$ cat src/dpdc_pkg.sv
`timescale 1ns / 1ps

package dpdc_pkg;

  localparam int unsigned ByteW   = 8;
  localparam int unsigned CountW  = 12;
  localparam int unsigned KindW   = 3;
  localparam int unsigned NibbleW = 4;

  // Framing characters of the remote serial link.
  localparam logic [ByteW-1:0] ChStart = 8'h24;  // '$'
  localparam logic [ByteW-1:0] ChEnd   = 8'h23;  // '#'
  localparam logic [ByteW-1:0] ChAck   = 8'h2B;  // '+'
  localparam logic [ByteW-1:0] ChNak   = 8'h2D;  // '-'

  localparam logic [CountW-1:0] MaxPayloadReset = 12'd4095;

  typedef enum logic [KindW-1:0] {
    KindPayload  = 3'd0,
    KindGood     = 3'd1,
    KindMismatch = 3'd2,
    KindOverflow = 3'd3,
    KindAbort    = 3'd4
  } kind_e;

  typedef struct packed {
    kind_e              kind;
    logic [ByteW-1:0]   data_byte;
    logic [CountW-1:0]  payload_length;
    logic [ByteW-1:0]   computed_sum;
    logic [ByteW-1:0]   received_sum;
  } result_t;

  typedef struct packed {
    logic              bad;
    logic [NibbleW-1:0] nibble;
  } hex_t;

  // Decodes one ASCII hex digit, either case. A non-hex byte gives nibble 0
  // with the bad flag set.
  function automatic hex_t hex_decode(input logic [ByteW-1:0] b);
    hex_t h;
    h.bad    = 1'b0;
    h.nibble = '0;
    if (b inside {[8'h30:8'h39]}) begin
      h.nibble = NibbleW'(b - 8'h30);
    end else if (b inside {[8'h61:8'h66]}) begin
      h.nibble = NibbleW'(b - 8'h57);
    end else if (b inside {[8'h41:8'h46]}) begin
      h.nibble = NibbleW'(b - 8'h37);
    end else begin
      h.bad = 1'b1;
    end
    return h;
  endfunction

endpackage

$ cat src/dpdc_core.sv
`timescale 1ns / 1ps

module dpdc_core (
  input  logic                          clk_i,
  input  logic                          rst_ni,
  input  logic                          in_fire_i,
  input  logic [dpdc_pkg::ByteW-1:0]    rx_byte_i,
  input  logic [dpdc_pkg::CountW-1:0]   max_payload_i,
  output logic                          res_valid_o,
  output dpdc_pkg::result_t             res_o
);
  import dpdc_pkg::*;

  typedef enum logic [1:0] {
    PhHunt    = 2'd0,
    PhPayload = 2'd1,
    PhDigit1  = 2'd2,
    PhDigit2  = 2'd3
  } phase_e;

  phase_e              phase_q, phase_d;
  logic [ByteW-1:0]    sum_q, sum_d;
  logic [CountW-1:0]   count_q, count_d;
  logic [NibbleW-1:0]  high_q, high_d;
  logic                bad_q, bad_d;
  hex_t                hex;
  logic [ByteW-1:0]    rx_sum;

  assign hex    = hex_decode(rx_byte_i);
  assign rx_sum = {high_q, hex.nibble};

  always_comb begin
    phase_d     = phase_q;
    sum_d       = sum_q;
    count_d     = count_q;
    high_d      = high_q;
    bad_d       = bad_q;
    res_valid_o = 1'b0;
    res_o.kind           = KindPayload;
    res_o.data_byte      = '0;
    res_o.payload_length = count_q;
    res_o.computed_sum   = sum_q;
    res_o.received_sum   = '0;
    case (phase_q)
      PhHunt: begin
        if (rx_byte_i == ChStart) begin
          phase_d = PhPayload;
          sum_d   = '0;
          count_d = '0;
        end
      end
      PhPayload: begin
        if (rx_byte_i == ChStart) begin
          res_valid_o = 1'b1;
          res_o.kind  = KindAbort;
          sum_d       = '0;
          count_d     = '0;
        end else if (rx_byte_i == ChEnd) begin
          phase_d = PhDigit1;
        end else if (count_q < max_payload_i) begin
          count_d              = count_q + 1'b1;
          sum_d                = sum_q + rx_byte_i;
          res_valid_o          = 1'b1;
          res_o.data_byte      = rx_byte_i;
          res_o.payload_length = count_d;
          res_o.computed_sum   = sum_d;
        end else begin
          res_valid_o = 1'b1;
          res_o.kind  = KindOverflow;
          phase_d     = PhHunt;
        end
      end
      PhDigit1: begin
        bad_d   = hex.bad;
        high_d  = hex.nibble;
        phase_d = PhDigit2;
      end
      default: begin
        res_valid_o        = 1'b1;
        res_o.received_sum = rx_sum;
        if (!bad_q && !hex.bad && rx_sum == sum_q) begin
          res_o.kind      = KindGood;
          res_o.data_byte = ChAck;
        end else begin
          res_o.kind      = KindMismatch;
          res_o.data_byte = ChNak;
        end
        bad_d   = bad_q | hex.bad;
        phase_d = PhHunt;
      end
    endcase
  end

  always_ff @(posedge clk_i or negedge rst_ni) begin
    if (!rst_ni) begin
      phase_q <= PhHunt;
      sum_q   <= '0;
      count_q <= '0;
      high_q  <= '0;
      bad_q   <= 1'b0;
    end else if (in_fire_i) begin
      phase_q <= phase_d;
      sum_q   <= sum_d;
      count_q <= count_d;
      high_q  <= high_d;
      bad_q   <= bad_d;
    end
  end

endmodule

$ cat src/debug_packet_deframer_checksum_unit.sv
`timescale 1ns / 1ps

// A result beat is loaded into the output register when the byte that causes it
// is accepted, or parked in the skid stage while the master side stalls; bytes
// that cause no result simply update state. Throughput: one byte per cycle,
// set by the state update feeding the result register, with a skid stage so
// the slave side keeps taking beats while the master side stalls until a
// second result is waiting. Reset is asynchronous and active low: the block
// hunts for a start mark and the payload limit returns to 4095.
module debug_packet_deframer_checksum_unit (
  input  logic        clk_i,
  input  logic        rst_ni,
  // Input stream: tdata[7:0] rx_byte.
  input  logic        s_axis_tvalid_i,
  output logic        s_axis_tready_o,
  input  logic [7:0]  s_axis_tdata_i,
  // Result stream: tdata[7:0] data_byte, [19:8] payload_length,
  // [27:20] computed_sum, [35:28] received_sum, [39:36] zero.
  output logic        m_axis_tvalid_o,
  input  logic        m_axis_tready_i,
  output logic [39:0] m_axis_tdata_o,
  // Result stream: tuser[2:0] kind.
  output logic [2:0]  m_axis_tuser_o,
  // Register port.
  input  logic        psel_i,
  input  logic        penable_i,
  input  logic        pwrite_i,
  input  logic [2:0]  paddr_i,
  input  logic [31:0] pwdata_i,
  output logic [31:0] prdata_o,
  output logic        pready_o
);
  import dpdc_pkg::*;

  localparam logic [2:0] AddrMaxPayload = 3'd0;

  logic [CountW-1:0] max_payload_q;
  logic              in_fire;
  logic              res_valid;
  result_t           res;
  logic              out_valid_q, out_valid_d;
  logic              skid_valid_q, skid_valid_d;
  result_t           out_q, skid_q;
  logic              out_ready;
  logic              load_out, load_skid;

  // Register port: writes land in the access phase, reads are combinational.
  assign pready_o = 1'b1;
  assign prdata_o = (paddr_i == AddrMaxPayload) ? {20'd0, max_payload_q} : 32'd0;

  always_ff @(posedge clk_i or negedge rst_ni) begin
    if (!rst_ni) begin
      max_payload_q <= MaxPayloadReset;
    end else if (psel_i && penable_i && pwrite_i && pready_o
                 && paddr_i == AddrMaxPayload) begin
      max_payload_q <= pwdata_i[CountW-1:0];
    end
  end

  // The slave side is refused only once the skid stage holds a result, so
  // the ready path never depends combinationally on the master side.
  assign s_axis_tready_o = !skid_valid_q;
  assign in_fire         = s_axis_tvalid_i && s_axis_tready_o;

  dpdc_core u_core (
    .clk_i         (clk_i),
    .rst_ni        (rst_ni),
    .in_fire_i     (in_fire),
    .rx_byte_i     (s_axis_tdata_i),
    .max_payload_i (max_payload_q),
    .res_valid_o   (res_valid),
    .res_o         (res)
  );

  // Output register with a skid stage behind it. When the output register
  // frees up, a parked result moves forward first; a fresh result can only
  // arrive while the skid stage is empty.
  assign out_ready = !out_valid_q || m_axis_tready_i;

  always_comb begin
    out_valid_d  = out_valid_q;
    skid_valid_d = skid_valid_q;
    load_out     = 1'b0;
    load_skid    = 1'b0;
    if (out_ready) begin
      if (skid_valid_q) begin
        out_valid_d  = 1'b1;
        skid_valid_d = 1'b0;
      end else if (in_fire && res_valid) begin
        out_valid_d = 1'b1;
        load_out    = 1'b1;
      end else begin
        out_valid_d = 1'b0;
      end
    end else if (in_fire && res_valid) begin
      skid_valid_d = 1'b1;
      load_skid    = 1'b1;
    end
  end

  always_ff @(posedge clk_i or negedge rst_ni) begin
    if (!rst_ni) begin
      out_valid_q  <= 1'b0;
      skid_valid_q <= 1'b0;
    end else begin
      out_valid_q  <= out_valid_d;
      skid_valid_q <= skid_valid_d;
    end
  end

  always_ff @(posedge clk_i) begin
    if (out_ready && skid_valid_q) begin
      out_q <= skid_q;
    end else if (load_out) begin
      out_q <= res;
    end
    if (load_skid) begin
      skid_q <= res;
    end
  end

  assign m_axis_tvalid_o = out_valid_q;
  assign m_axis_tuser_o  = out_q.kind;
  assign m_axis_tdata_o  = {4'd0, out_q.received_sum, out_q.computed_sum,
                            out_q.payload_length, out_q.data_byte};

  // A parked result never sits behind an empty output register.
  assert property (@(posedge clk_i) disable iff (!rst_ni)
    skid_valid_q |-> out_valid_q)
    else $error("skid stage holds a result while the output register is empty");

  // A good packet carries the ack character and matching sums.
  assert property (@(posedge clk_i) disable iff (!rst_ni)
    (m_axis_tvalid_o && m_axis_tuser_o == KindGood) |->
      (m_axis_tdata_o[7:0] == ChAck && m_axis_tdata_o[27:20] == m_axis_tdata_o[35:28]))
    else $error("good packet reported with wrong ack or unequal sums");

  // A payload beat always counts itself.
  assert property (@(posedge clk_i) disable iff (!rst_ni)
    (m_axis_tvalid_o && m_axis_tuser_o == KindPayload) |-> m_axis_tdata_o[19:8] != 12'd0)
    else $error("payload beat reported with zero length");

  // A result leaving the core while both stages are full would be lost.
  assert property (@(posedge clk_i) disable iff (!rst_ni)
    (in_fire && res_valid) |=> out_valid_q)
    else $error("accepted result did not reach the output register");

endmodule

$ cat config.mk
export PLATFORM = sky130hd
export DESIGN_NAME = debug_packet_deframer_checksum_unit
export DESIGN_NICKNAME = d
export VERILOG_FILES = /design/src/dpdc_pkg.sv /design/src/dpdc_core.sv /design/src/debug_packet_deframer_checksum_unit.sv
export SDC_FILE = /design/constraint.sdc
export NUM_CORES = 1
export LEC_CHECK = 0
export ABC_AREA = 1
export BUFFER_PORTS_ARGS = -buffer_cell sky130_fd_sc_hd__clkbuf_2
export CAP_MARGIN = 20
export CELL_PAD_IN_SITES_DETAIL_PLACEMENT = 1
export CELL_PAD_IN_SITES_GLOBAL_PLACEMENT = 1
export CORE_MARGIN = 3
export CORE_UTILIZATION = 35
export DETAILED_ROUTE_END_ITERATION = 8
export HOLD_SLACK_MARGIN = 0.12
export PLACE_DENSITY = 0.69
export SLEW_MARGIN = 5
export SYNTH_ARGS = -nofsm -noshare
export SYNTH_HDL_FRONTEND = slang
export SYNTH_SLANG_ARGS = --single-unit
$ cat constraint.sdc
create_clock -name clk_i -period 14.78 [get_ports clk_i]
set_input_delay 2.956 -clock clk_i [delete_from_list [all_inputs] [get_ports clk_i]]
set_output_delay 2.956 -clock clk_i [all_outputs]
set_load 0.05 [all_outputs]
==> impl_metrics.csv <==
group,metric,value,unit
drt,wl_per_cell,16.11,µm
drt,antenna_left,0,
placement,pre_cts_slack,7.760,ns
power,leakage,3.586,nW
yosys,synth_warnings,0,
sta,fmax,0.1429,GHz
sta,min_period_over_period,0.4735,
clock_tree,numClockSinks,119,
yosys,avgSynthCellArea,8.888,µm²
floorplanning,rows,48,
layout,nNetsFinal,886,
placement,place_congestion,0.8478,
hold_path,min_from,"skid_q[3]",
global_route,grt_antenna_before_repair,0,
clock_tree,cts_tree,"built",
layout,utilization,0.4306,
yosys,yosysMostFrequentCell,"nand2_1",
drt,drt_pass1_iterations,4,
critical_path,critPathRequiredTime,11.82,ns
yosys,async_flop_share,0.3445,
floorplanning,dieArea,20050,µm²
critical_path,crit_path_end_kind,"output pin",
clock_tree,insertion_delay,0.42,ns
critical_path,r2r-start,"max_payload_q[11]",
drt,via_per_inst,4.850,
job,maxCapViolCount,0,
drt,drtIter0Drc,226,
critical_path,rr_endpoint,"m_axis_tdata_o[23]",
clock_tree,cts_hold_repair.buffers,0,
critical_path,rr_worst_depth,10,
clock_tree,htree_num_levels,4,
yosys,yosysTopAreaCellShare,0.3640,
critical_path,worst_setup_path_start_kind,"input port",
global_route,grt-ovfl-total,0,
placement,dp_cells,1013,
sta,final_max_slew_viol_count,0,
global_route,grt_pass1_vias,5345,
critical_path,cp_data_arrival_time,4.04,ns
layout,regArea,3383,µm²
critical_path,worstSetupPathType,"input port to output pin",
floorplanning,io_pins,128,
yosys,synth_common_cells,"nand2_1, edfxtp_1, nor2_1",
global_route,grt_usage,0.1767,
global_route,grt_pass1_wl,27780,µm
clock_tree,root_buffer,"clkbuf_16",
floorplanning,fp.dieW,141.6,µm
hold_path,min_to,"m_axis_tdata_o[31]",
layout,fin_cells,1050,
hold_path,hp-class,"register to register",
power,p_per_area,200.8,nW/µm²
critical_path,r2r_slack,11.94,ns
layout,nFillCells,2129,
floorplanning,start_util,0.3644,
sta,tightest_slew,0.5491,ns
sta,whs,0.5191,ns
sta,hold_viol,0,
power,irDropWorstVdd,108.0,µV
sta,finalCriticalPeriod,6.998,ns
clock_tree,post_cts_buffers,0,
drt,wl,16910,µm
drt,vias,5092,
placement,numPortBuffers,82,
yosys,yosysSeqAreaShare,0.5258,
sta,finalSetupViolations,0,
clock_tree,postCtsResizedCells,0,
yosys,yosysUniqueCellTypes,42,
sta,rsz0062_at_grt,"no",
sta,slew_headroom,0.6326,
yosys,ys_seq_elements,119,
layout,antenna_cells,0,
clock_tree,path_clk_slew,0.06,ns
sta,tns,0,ns
yosys,synth-main-ff-cell,"edfxtp_1",
layout,multi_input_area,2591,µm²
clock_tree,numCtsBuffers,17,
floorplanning,die_h,141.6,µm
layout,drive_gt1_frac,0.2158,
sta,fin_ws,7.782,ns
critical_path,critPathMaxFanout,13,
yosys,yosys.area.top_type,"edfxtp_1",
yosys,syn_area,6435,µm²
clock_tree,ctsLongestPathBuffers,2,
layout,area_growth,18.14,%
floorplanning,core-area,17660,µm²
yosys,synth_top_cells_by_area,"edfxtp_1, nand2_1, dfrtp_1",
global_route,grt_max_degree,42,
sta,fin_skew,0.007323,ns
drt,drc_errors,0,
yosys,syn-instance-count,724,
hold_path,hold_depth,2,
yosys,synth_edf_count,78,
status,status,"finished, final reports clean",
placement,hpwl,12370,µm
[worst max-delay path: stages]
cell	delay (ns)
clkbuf_2	0.07
or3_1	0.55
nor2_1	0.16
clkbuf_2	0.30
[how the worst max path moves through the flow]
stage | startpoint | slack [ns] | end
after global placement | paddr_i[1] | 7.81 | prdata_o[2]
after global routing | paddr_i[1] | 7.69 | prdata_o[3]
after floorplan | s_axis_tdata_i[0] | 7.18 | skid_q[0]
after detailed placement | paddr_i[1] | 7.76 | prdata_o[10]
after CTS | paddr_i[1] | 7.76 | prdata_o[8]
final | paddr_i[1] | 7.78 | prdata_o[10]
[area by class of cell]
cell class,count,area share
sequential,119,0.4450
multi-input combinational,512,0.3408
timing repair buffer,89,0.06682
clock buffer,19,0.05695
tap,225,0.03703
inverter,73,0.03604
clock inverter,13,0.01728
[state kept, by name, summed over array words and instances (netlist names)]
| name | cells |
|---|---|
| m_axis_tvalid_o | 1 |
| skid_valid_q | 1 |
| m_axis_tdata_o | 36 |
| u_core.phase_q | 2 |
| max_payload_q | 12 |
| u_core.count_q | 12 |
| u_core.high_q | 4 |
| u_core.sum_q | 8 |
| u_core.bad_q | 1 |
| skid_q | 39 |
| m_axis_tuser_o | 3 |
[layer usage]
| metal | vias up | global-route usage | part of all wire |
|---|---|---|---|
| met5 | - | 0 | 0 |
| met4 | 0 | 0.06768 | 0.021 |
| met3 | 25 | 0.04719 | 0.053 |
| met2 | 130 | 0.2796 | 0.46 |
| met1 | 2442 | 0.2327 | 0.46 |
| li1 | 2495 | - | - |
[layout by cell type, fill, tap and decap left out, types with 2 or more instances in the layout]
cell	instances
clkbuf_16	17
nor2_4	4
o21ai_0	35
inv_2	10
clkinvlp_4	4
xor2_1	5
nor2_1	63
buf_4	3
a21oi_1	16
conb_1	25
a31oi_1	4
o21ai_2	4
nand3_4	2
nor4_1	3
dfstp_2	12
o22ai_2	4
nand2_1	231
nand2_2	8
dfrtp_1	29
buf_12	2
edfxtp_1	78
clkbuf_1	2
clkinv_2	4
nand3_1	33
clkbuf_2	82
ha_1	23
nor2_2	6
xnor2_1	2
nor3_1	4
bufinv_16	2
o21ai_1	18
nand2_4	5
inv_1	63
nand4_1	4
[stage by stage]
stage	total power [mW]	instance area [µm²]
after floorplan	0.9791	6521
final	1.527	7602
after detailed placement	1.128	6955
after global routing	1.626	7602
after global placement	1.102	6955
after CTS	1.536	7520
[power by group]
group	switching (mW)	internal (mW)
registers	0.0490	0.484
clock network	0.151	0.246
logic	0.449	0.147
[cell families after synthesis]
kind of cell,after synthesis,synth area share
DFF,119,0.5258
buffers and inverters,116,0.08750
and+or+nand+nor,368,0.2479
AOI/OAI and AO/OA,87,0.07778
adders and majority gates,24,0.04783
other,2,0.001167
xor gates and xnor gates,8,0.01206
Note: power is estimated with default switching activity, not from simulation.
